$ cat config.mk
export PLATFORM = sky130hd
export DESIGN_NAME = tcp_congestion_window_top
export DESIGN_NICKNAME = d
export VERILOG_FILES = /design/src/sv/tcw_pkg.sv /design/src/sv/tcw_engine.sv /design/src/sv/tcp_congestion_window_top.sv
export SDC_FILE = /design/constraint.sdc
export NUM_CORES = 1
export LEC_CHECK = 0
export ABC_AREA = 1
export BUFFER_PORTS_ARGS = -buffer_cell sky130_fd_sc_hd__buf_2
export CORE_ASPECT_RATIO = 1.4
export CORE_MARGIN = 1.5
export CORE_UTILIZATION = 50
export CTS_CLUSTER_SIZE = 20
export DETAILED_ROUTE_END_ITERATION = 8
export GPL_ROUTABILITY_DRIVEN = 0
export GPL_TIMING_DRIVEN = 0
export PLACE_DENSITY = 0.8
export SLEW_MARGIN = 15
export SYNTH_ARGS = -nofsm -noshare
export SYNTH_HDL_FRONTEND = slang
export SYNTH_HIERARCHICAL = 1
export SYNTH_SLANG_ARGS = --single-unit
$ cat constraint.sdc
create_clock -name clock -period 4.8 [get_ports clock]
set_clock_uncertainty 0.2 [all_clocks]
set_input_delay 0.48 -clock clock [delete_from_list [all_inputs] [get_ports clock]]
set_output_delay 0.48 -clock clock [all_outputs]
set_load 0.01 [all_outputs]
$ cat src/sv/tcw_pkg.sv
`timescale 1ns / 1ps

package tcw_pkg;

   typedef enum logic [1:0] {
      PH_SLOW    = 2'd0,
      PH_AVOID   = 2'd1,
      PH_RECOVER = 2'd2
   } phase_type;

   localparam logic [1:0] MODE_SEND = 2'd0;
   localparam logic [1:0] MODE_ACK  = 2'd1;
   localparam logic [1:0] MODE_LOSS = 2'd2;

   localparam logic [1:0] CSR_INITIAL_WINDOW    = 2'd0;
   localparam logic [1:0] CSR_INITIAL_THRESHOLD = 2'd1;
   localparam logic [1:0] CSR_VARIANT           = 2'd2;

   localparam logic [15:0] RESET_WINDOW    = 16'd1;
   localparam logic [15:0] RESET_THRESHOLD = 16'd10000;
   localparam logic [5:0]  NO_LEVEL        = 6'd63;

   typedef struct packed {
      logic        enable;
      logic [1:0]  index;
      logic [15:0] data;
   } csr_write_type;

   // Floor log2; zero gives zero
   function automatic logic [5:0] floor_log2(input logic [31:0] value);
      logic [5:0] level;
      level = 6'd0;
      for (int i = 1; i < 32; i++) begin
         if (value[i]) begin
            level = 6'(i);
         end
      end
      return level;
   endfunction

endpackage

$ cat src/sv/tcw_engine.sv
`timescale 1ns / 1ps

module tcw_engine #(
   parameter int COUNT_WIDTH = 16
) (
   input  logic                     clock,
   input  logic                     reset,
   input  tcw_pkg::csr_write_type   csr,
   input  logic                     step,
   input  logic [1:0]               mode,
   input  logic [COUNT_WIDTH-1:0]   packet_number,
   output logic [COUNT_WIDTH-1:0]   window_end_in,
   output logic [COUNT_WIDTH-1:0]   window_size_in,
   output logic [COUNT_WIDTH-1:0]   threshold_in,
   output tcw_pkg::phase_type       phase_in
);
   import tcw_pkg::*;

   localparam logic [COUNT_WIDTH-1:0] CNT_MAX = '1;

   logic [15:0]            init_window_ff;
   logic                   variant_ff;
   logic [COUNT_WIDTH-1:0] cwnd_ff, cwnd_in;
   logic [COUNT_WIDTH-1:0] ssthresh_ff, ssthresh_in;
   logic [COUNT_WIDTH-1:0] start_ff, start_in;
   logic [COUNT_WIDTH-1:0] end_ff, end_in;
   phase_type              phase_ff, phase_next;
   logic [5:0]             level_ff, level_in;

   logic [COUNT_WIDTH:0]   inflight;
   logic                   send_ok;
   logic [COUNT_WIDTH-1:0] doubled;
   logic [5:0]             loss_level;

   // Signed in-flight count: an end below the start always allows a send
   assign inflight = {1'b0, end_ff} - {1'b0, start_ff};
   assign send_ok  = inflight[COUNT_WIDTH] || (inflight[COUNT_WIDTH-1:0] < cwnd_ff);
   assign doubled  = cwnd_ff[COUNT_WIDTH-1] ? CNT_MAX : {cwnd_ff[COUNT_WIDTH-2:0], 1'b0};
   assign loss_level = floor_log2(32'(packet_number));

   always_comb begin
      cwnd_in     = cwnd_ff;
      ssthresh_in = ssthresh_ff;
      start_in    = start_ff;
      end_in      = end_ff;
      phase_next  = phase_ff;
      level_in    = level_ff;
      case (mode)
         MODE_SEND: begin
            if (send_ok && end_ff != CNT_MAX) begin
               end_in = end_ff + 1'b1;
            end
         end
         MODE_ACK: begin
            if (packet_number > start_ff) begin
               start_in = packet_number;
               if (phase_ff == PH_AVOID) begin
                  if (cwnd_ff != CNT_MAX) begin
                     cwnd_in = cwnd_ff + 1'b1;
                  end
               end else if (phase_ff == PH_SLOW) begin
                  cwnd_in = doubled;
                  if (doubled >= ssthresh_ff) begin
                     cwnd_in    = ssthresh_ff;
                     phase_next = PH_AVOID;
                  end
               end
            end else begin
               // Stale ack: treat as timeout and restart slow start
               if (end_ff != '0) begin
                  end_in = end_ff - 1'b1;
               end
               ssthresh_in = cwnd_ff >> 1;
               cwnd_in     = COUNT_WIDTH'(init_window_ff);
               phase_next  = PH_SLOW;
            end
         end
         MODE_LOSS: begin
            phase_next = PH_RECOVER;
            if (!(variant_ff && loss_level == level_ff)) begin
               level_in    = loss_level;
               ssthresh_in = cwnd_ff >> 1;
               cwnd_in     = cwnd_ff >> 1;
               phase_next  = PH_AVOID;
            end
         end
         default: begin
         end
      endcase
   end

   assign window_end_in  = end_in;
   assign window_size_in = cwnd_in;
   assign threshold_in   = ssthresh_in;
   assign phase_in       = phase_next;

   always_ff @(posedge clock) begin
      if (reset) begin
         init_window_ff    <= RESET_WINDOW;
         variant_ff        <= 1'b0;
         cwnd_ff           <= COUNT_WIDTH'(RESET_WINDOW);
         ssthresh_ff       <= COUNT_WIDTH'(RESET_THRESHOLD);
         start_ff          <= '0;
         end_ff            <= '0;
         phase_ff          <= PH_SLOW;
         level_ff          <= NO_LEVEL;
      end else begin
         if (step) begin
            cwnd_ff     <= cwnd_in;
            ssthresh_ff <= ssthresh_in;
            start_ff    <= start_in;
            end_ff      <= end_in;
            phase_ff    <= phase_next;
            level_ff    <= level_in;
         end
         // Writing a start value also loads the live counter
         if (csr.enable) begin
            case (csr.index)
               CSR_INITIAL_WINDOW: begin
                  init_window_ff <= csr.data;
                  cwnd_ff        <= COUNT_WIDTH'(csr.data);
               end
               CSR_INITIAL_THRESHOLD: begin
                  ssthresh_ff <= COUNT_WIDTH'(csr.data);
               end
               CSR_VARIANT: begin
                  variant_ff <= csr.data[0];
               end
               default: begin
               end
            endcase
         end
      end
   end

   a_reset_state: assert property (@(posedge clock)
      reset |=> (phase_ff == PH_SLOW && level_ff == NO_LEVEL && end_ff == '0))
      else $error("engine state not cleared by reset");

   a_send_keeps_window: assert property (@(posedge clock) disable iff (reset)
      (step && mode == MODE_SEND && !csr.enable) |=>
         ($stable(cwnd_ff) && $stable(ssthresh_ff) && $stable(phase_ff)))
      else $error("send event changed window or phase");

   a_loss_phase: assert property (@(posedge clock) disable iff (reset)
      (step && mode == MODE_LOSS) |=> (phase_ff == PH_AVOID || phase_ff == PH_RECOVER))
      else $error("loss event left wrong phase");

endmodule

$ cat src/sv/tcp_congestion_window_top.sv
`timescale 1ns / 1ps

// Congestion-window engine. Each req_ item is one event: mode selects send,
// acknowledgement or loss, and req_packet_number carries the acked or lost
// packet number. Every item yields exactly one rsp_ item holding the window
// end, congestion window, slow start threshold and phase after that event.
// An accepted item is held in the input register, applied to the window state
// when it advances, and its result is registered on rsp_ at that point.
// The state update is one short combinational pass, so one item is taken
// every cycle, back to back, while rsp_stall is low.
// The csr_ port writes the initial window (index 0), the initial threshold
// (index 1) and the NewReno variant bit (index 2); writing either initial
// value also loads the live window or threshold. Write only while idle.
// Reset clears both stages and returns the state to window 1, threshold
// 10000, slow start. While rsp_stall is high the result holds; one more item
// waits in the input register, after which req_stall rises.
module tcp_congestion_window_top #(
   parameter int COUNT_WIDTH = 16
) (
   input  logic        clock,
   input  logic        reset,
   input  logic        req_valid,
   output logic        req_stall,
   input  logic [1:0]  req_mode,
   input  logic [15:0] req_packet_number,
   output logic        rsp_valid,
   input  logic        rsp_stall,
   output logic [15:0] rsp_window_end,
   output logic [15:0] rsp_window_size,
   output logic [15:0] rsp_threshold,
   output logic [1:0]  rsp_phase,
   input  logic        csr_write_enable,
   input  logic [1:0]  csr_index,
   input  logic [15:0] csr_write_data
);
   import tcw_pkg::*;

   logic                   in_valid_ff, in_valid_in;
   logic [1:0]             in_mode_ff;
   logic [COUNT_WIDTH-1:0] in_pn_ff;
   logic                   rsp_valid_ff, rsp_valid_in;
   logic [15:0]            rsp_end_ff, rsp_size_ff, rsp_thresh_ff;
   phase_type              rsp_phase_ff;
   logic                   accept;
   logic                   advance;
   csr_write_type          csr;
   logic [COUNT_WIDTH-1:0] window_end_in, window_size_in, threshold_in;
   phase_type              phase_in;

   assign advance      = in_valid_ff && (!rsp_valid_ff || !rsp_stall);
   assign req_stall    = in_valid_ff && !advance;
   assign accept       = req_valid && !req_stall;
   assign in_valid_in  = accept || (in_valid_ff && !advance);
   assign rsp_valid_in = advance || (rsp_valid_ff && rsp_stall);

   assign csr.enable = csr_write_enable;
   assign csr.index  = csr_index;
   assign csr.data   = csr_write_data;

   tcw_engine #(
      .COUNT_WIDTH (COUNT_WIDTH)
   ) u_engine (
      .clock          (clock),
      .reset          (reset),
      .csr            (csr),
      .step           (advance),
      .mode           (in_mode_ff),
      .packet_number  (in_pn_ff),
      .window_end_in  (window_end_in),
      .window_size_in (window_size_in),
      .threshold_in   (threshold_in),
      .phase_in       (phase_in)
   );

   always_ff @(posedge clock) begin
      if (reset) begin
         in_valid_ff  <= 1'b0;
         rsp_valid_ff <= 1'b0;
      end else begin
         in_valid_ff  <= in_valid_in;
         rsp_valid_ff <= rsp_valid_in;
      end
      if (accept) begin
         in_mode_ff <= req_mode;
         in_pn_ff   <= COUNT_WIDTH'(req_packet_number);
      end
      if (advance) begin
         rsp_end_ff    <= 16'(window_end_in);
         rsp_size_ff   <= 16'(window_size_in);
         rsp_thresh_ff <= 16'(threshold_in);
         rsp_phase_ff  <= phase_in;
      end
   end

   assign rsp_valid       = rsp_valid_ff;
   assign rsp_window_end  = rsp_end_ff;
   assign rsp_window_size = rsp_size_ff;
   assign rsp_threshold   = rsp_thresh_ff;
   assign rsp_phase       = rsp_phase_ff;

   a_stall_needs_item: assert property (@(posedge clock) disable iff (reset)
      req_stall |-> (in_valid_ff && rsp_valid_ff && rsp_stall))
      else $error("input stalled without a held item");

   a_advance_gives_result: assert property (@(posedge clock) disable iff (reset)
      advance |=> rsp_valid_ff)
      else $error("advanced item produced no result");

   a_stalled_result_holds: assert property (@(posedge clock) disable iff (reset)
      (rsp_valid_ff && rsp_stall) |=> (rsp_valid_ff && $stable(rsp_end_ff)
         && $stable(rsp_size_ff) && $stable(rsp_thresh_ff) && $stable(rsp_phase_ff)))
      else $error("stalled result changed");

endmodule

# Yosys cells after proc, flatten, opt, wreduce, memory -nomap -nowiden
# Index checks and enable logic that the tools add are counted.
# Widths: inputs -> output; s select.
# op_classes
reduce_logical	22
n_mux	42
add_sub_neg	4
bitwise_logic	1
n_eq_ne	8
n_lt_le_gt_ge	3
# op_table
operator	n
$mux 16	18
$pmux 16 s2	3
$mux 6	14
$add 16x1->16 const B	2
$ne 16x16->1 const B	2
$sub 16x16->17	1
$ge 16x16->1	1
$gt 16x16->1	1
$lt 16x16->1	1
$reduce_bool 16->1	1
$sub 16x1->16 const B	1
$mux 2	5
$eq 2x1->1 const B	3
$eq 6x6->1	1
$logic_and 1x1->1	6
$logic_not 2->1	3
$reduce_and 3->1	2
$eq 2x2->1 const B	2
$logic_not 1->1	4
$logic_or 1x1->1	4
$pmux 2 s2	1
$reduce_and 2->1	2
$mux 1	1
$not 1->1	1
# word_totals
register_bits	159
input_bits	41
elab_cells	96

# Longest topological paths before layout
# logic_depth
depth_word	22
depth_mapped	28
depth_no_buf	28

# Cells and area by module
# The synthesis kept the hierarchy.
# modules_own_cells
mod	cells_per_inst	n_inst	seq_area_each_um2	area_each_um2
tcw_engine	1449	1	1761.7	8772.2
tcp_congestion_window_top	80	1	2082.0	2133.3

# Worst setup path after synthesis
# No wires, ideal clock.
# synth_timing
path_type	input -> register
from	in rsp_stall
to	reg u_engine.cwnd_ff[5]
path_slack_ps	514
cell_stages	8
required_time_ps	4529
t_arrival_ps	4015
n_path_buf	3
cell_sequence	a21oi_1 > clkbuf_1 > inv_1 > clkbuf_1 > clkbuf_1 > a21oi_1 > nand2_1 > a21oi_1
# synth_via
elab_chain_len	6
# synth_lines
item	line	rtl
from (decl)	tcp_congestion_window_top.sv:27	input logic rsp_stall,
$logic_not 1->1 *	tcp_congestion_window_top.sv:50	assign advance = in_valid_ff && (!rsp_valid_ff || !rsp_stall);
$logic_or 1x1->1 *	tcp_congestion_window_top.sv:50	
$logic_and 1x1->1 *	tcp_congestion_window_top.sv:50	
$mux 16 *	tcw_engine.sv:108	if (step) begin
$mux 16	tcw_engine.sv:118	case (csr.index)
$mux 16 *	tcw_engine.sv:117	if (csr.enable) begin
to (signal assigned)	tcw_engine.sv:101	cwnd_ff <= COUNT_WIDTH'(RESET_WINDOW);
to (signal assigned)	tcw_engine.sv:109	cwnd_ff <= cwnd_in;
to (signal assigned)	tcw_engine.sv:121	cwnd_ff <= COUNT_WIDTH'(csr.data);
to (decl)	tcw_engine.sv:23	logic [COUNT_WIDTH-1:0] cwnd_ff, cwnd_in;
# Mark *: on every way between the ends. The rest lies on a longest branch, timed or not.
# A chain may end at the register's enable or synchronous reset.

# Worst setup path after layout
# layout_timing
from	reg u_engine.end_ff[4]
to	reg u_engine.end_ff[7]
# layout_via
elab_chain_len	6
word_cells_on_any_way	12
classes_between	add/sub (3); order compare (1); eq/ne (1); mux (4); reduce/logical (3)
# layout_lines
item	line	rtl
from (decl)	tcw_engine.sv:26	logic [COUNT_WIDTH-1:0] end_ff, end_in;
from (signal assigned)	tcw_engine.sv:112	end_ff <= end_in;
$sub 16x16->17	tcw_engine.sv:36	assign inflight = {1'b0, end_ff} - {1'b0, start_ff};
$lt 16x16->1	tcw_engine.sv:37	assign send_ok = inflight[COUNT_WIDTH] || (inflight[COUNT_WIDTH-1:0] < cwnd_ff);
$logic_or 1x1->1	tcw_engine.sv:37	
$logic_and 1x1->1	tcw_engine.sv:50	if (send_ok && end_ff != CNT_MAX) begin
$mux 16	tcw_engine.sv:50	
$pmux 16 s2 *	tcw_engine.sv:48	case (mode)
named net window_end_in[7]	tcp_congestion_window_top.sv:47	logic [COUNT_WIDTH-1:0] window_end_in, window_size_in, threshold_in;
# Mark *: on every way through the listed nets, which the timed path passes. The rest lies on a longest branch.

==> flow_summary.json <==
{
  "status": "completed",
  "die_h_um": 178,
  "grt_max_degree": 24,
  "die_area_um2": 22700,
  "endpoint_kind": "flip-flop",
  "grt_first_pass_wirelength_mm": 57.4,
  "yosysWarningCount": 6,
  "ys.flop_type": "dfxtp_1",
  "row_count": 63,
  "synth_edf_count": 68,
  "min_period_ns": 4.57,
  "final-hold-violation-count": 0,
  "reg2reg_from": "u_engine/end_ff[4]",
  "ios": 93,
  "cts_made_buffers": 17,
  "num_vias": 11674,
  "ys_ff_latch": 158,
  "hold_path_depth": 1,
  "crit_required_ns": 4.95,
  "core_area_um2": 21300,
  "die_width_um": 128,
  "startpoint_type": "flip-flop",
  "synth_cell_type_count": 56,
  "slew_violations": 0,
  "wl_per_cell_um": 19.3,
  "dr.first_iter.drc_count": 1392,
  "clkLatencyLatePin_ns": 0.45,
  "clock_sinks": 158,
  "ant_nets": 0,
  "area_delta_synth_final_pct": 15.0,
  "postSynth.asyncResetShare_pct": 0,
  "track_usage_pct": 33.2,
  "n_antenna_cell": 0,
  "htree_levels": 4,
  "cp.arrival_ns": 4.72,
  "synth_top_area_share_pct": 18.7,
  "leakagePower_nw": 5.73,
  "wl_mm": 37.4,
  "crit_type": "flip-flop to flip-flop",
  "start_util_pct": 51.2,
  "seq_area_frac_synth_pct": 35.2,
  "placed_area_um2": 11800,
  "via_per_inst": 6.03,
  "syn_avg_cell_area_um2": 7.13,
  "cts.clk_slew.worst_paths_ns": 0.07,
  "peakVddDrop_mv": 0.264,
  "crit_fanout": 10,
  "rsz0062_at_grt": "false",
  "drc": 0,
  "whs_endpoint": "in_pn_ff[14]",
  "grt_pass1_vias": 10959,
  "dp.final_hpwl_mm": 27.6,
  "drive_gt1_share_pct": 12.4,
  "io_buffers": 92,
  "rr_worst_depth": 25,
  "cts_buffer_depth": 2,
  "holdWs_ns": 0.0184,
  "worstMarginPinSlew_ns": 0.919,
  "p_per_area_nw_per_um2": 333,
  "nNetsFinal": 1773,
  "utilization_pct": 58.9,
  "synth_top_area_cell": "edfxtp_1",
  "fin_area_um2": 12500,
  "period_share_pct": 95.2,
  "rrSetupSlack_ns": 0.23,
  "maxSlewHeadroom_pct": 38.7,
  "hold_path_class": "primary input to flip-flop",
  "postSynthCellCount": 1529,
  "root_buffer": "clkbuf_16",
  "grt-ovfl-total": 0,
  "drt_pre_antenna_iters": 7,
  "syn_area_um2": 10900,
  "setup_viol": 0,
  "cts_tree": "done",
  "syn_nets": 1640,
  "synth_area_leaders": "edfxtp_1 19%, dfxtp_1 17%, nand2_1 11%, ha_1 7.9%, a21oi_1 7.7%",
  "drv_cap": 0,
  "antenna_found_initial": 1,
  "fmax_mhz": 219,
  "min_from": "req_packet_number[14]",
  "rr_endpoint": "u_engine/end_ff[7]"
}
-- critical path, stage by stage, from the launching register on --
cell and delay (ns):
dfxtp_1 0.53, ha_1 0.37, a21oi_1 0.15, nor2_1 0.06
a211oi_1 0.28, o21ai_2 0.12, a21oi_1 0.14, o21bai_1 0.11
a21oi_1 0.14, o21bai_1 0.10, nand3_1 0.10, nand2_1 0.07
xor2_1 0.16, ha_1 0.31, a21oi_1 0.15, o21ai_0 0.09
a21oi_1 0.13, nand2_1 0.07, nand2_1 0.13, nand2_2 0.16
inv_4 0.17, nand3_1 0.12, o211ai_1 0.26, nand3_1 0.17
o21ai_1 0.15, inv_1 0.05
-- timing repair --
action | 4_1_cts | 5_1_grt
gates resized for setup | 0 | 9
hold buffers | 18 | 0
setup buffers | 0 | 1
endpoints found under the hold margin | 18 | 0
setup endpoints to repair | 0 | 28
-- cell usage in the layout, fill, tap and decap left out, types with 3 or more instances in the layout --
cell	instances
ha_1	68
edfxtp_1	68
nand3_2	5
nand4_1	23
clkbuf_16	17
buf_2	108
o21bai_1	8
inv_2	12
dfxtp_1	90
inv_1	205
nand2_1	311
nor2_1	109
dlygate4sd3_1	18
a21oi_1	167
a211oi_1	4
a31oi_1	4
o211ai_1	37
clkbuf_1	44
xnor2_1	4
clkinv_1	7
buf_4	4
o21ai_2	4
a21oi_2	3
a22oi_1	8
nor2_2	6
inv_6	9
nor3_1	17
nor3_2	8
nand4_2	3
nor4_1	3
o22ai_1	6
o21ai_1	23
xor2_1	24
buf_1	3
nand2_2	7
o21ai_0	117
nand3_1	83
-- state kept, by name, indices dropped and copies added (netlist names) --
signal / count
in_mode_ff: 2
in_pn_ff: 16
in_valid_ff: 1
rsp_phase: 2
rsp_threshold: 16
rsp_valid: 1
rsp_window_end: 16
rsp_window_size: 16
u_engine/cwnd_ff: 16
u_engine/end_ff: 16
u_engine/init_window_ff: 16
u_engine/level_ff: 5
u_engine/phase_ff: 2
u_engine/ssthresh_ff: 16
u_engine/start_ff: 16
u_engine/variant_ff: 1
-- metrics by stage --
step	setup slack [ns]	TNS, ns	std cells	total power [mW]
final	0.229	0	1935	4.18
after global placement	-1.49	-109.24	1881	2.76
after floorplan	0.514	0	1529	2.44
after CTS	0.116	0	1934	4.13
after global routing	0.0279	0	1935	4.38
after detailed placement	0.146	0	1884	2.81
-- logic make-up after synthesis --
kind of cell / Yosys count / share of synthesized area, %
adders and majority gates: 70 / 8.10
and+or+nand+nor: 581 / 23.3
AOI/OAI and AO/OA: 400 / 20.7
xor gates and xnor gates: 28 / 2.25
DFF: 158 / 35.2
buffers and inverters: 292 / 10.4
-- how the worst max path moves through the flow --
stage                       start             endpoint  cells past startpoint
3_5_place_dp   u_engine/end_ff[2]  u_engine/end_ff[14]                     26
3_3_place_gp            rsp_stall   u_engine/end_ff[5]                      9
4_1_cts        u_engine/end_ff[2]  u_engine/end_ff[14]                     26
5_1_grt        u_engine/end_ff[4]   u_engine/end_ff[7]                     26
2_1_floorplan           rsp_stall  u_engine/cwnd_ff[5]                      8
6_report       u_engine/end_ff[4]   u_engine/end_ff[7]                     25
-- routing by layer --
metal | part of all wire [%] | track usage, % | vias up
met1 | 34 | 35.3 | 5222
met2 | 47 | 56.1 | 802
met4 | 8.8 | 26.2 | 2
met5 | 0.043 | 0 | -
li1 | - | - | 5400
met3 | 9.7 | 8.08 | 248
-- power by group --
part / switching, mW / internal [mW] / leakage, nW
Clock: 0.621 / 0.694 / 0.272
Sequential: 0.0781 / 1.51 / 1.39
Combinational: 0.855 / 0.427 / 4.06
-- layout make-up --
type,instances,area [um^2]
inverters,225,847
clock buffers,18,439
plain buffers,67,294
well taps,260,325
repair buffers,114,711
clock inverters,14,123
flip-flops and latches,158,3840
fillers,1945,8740
multi-input cells,1079,5960
-- cell usage after synthesis (4+ instances only) --
cell / instances
nand2_1: 311
inv_1: 205
a21oi_1: 168
o21ai_0: 120
nor2_1: 110
dfxtp_1: 90
nand3_1: 84
ha_1: 69
edfxtp_1: 68
clkbuf_1: 44
o211ai_1: 37
xor2_1: 24
nand4_1: 23
o21ai_1: 22
nor3_1: 18
buf_2: 16
inv_2: 13
a22oi_1: 8
o21bai_1: 8
clkinv_1: 7
nand2_2: 7
nor3_2: 7
o22ai_1: 6
nor2_2: 5
a211oi_1: 4
a31oi_1: 4
nand3_2: 4
xnor2_1: 4
Note: power is estimated with default switching activity, not from simulation.
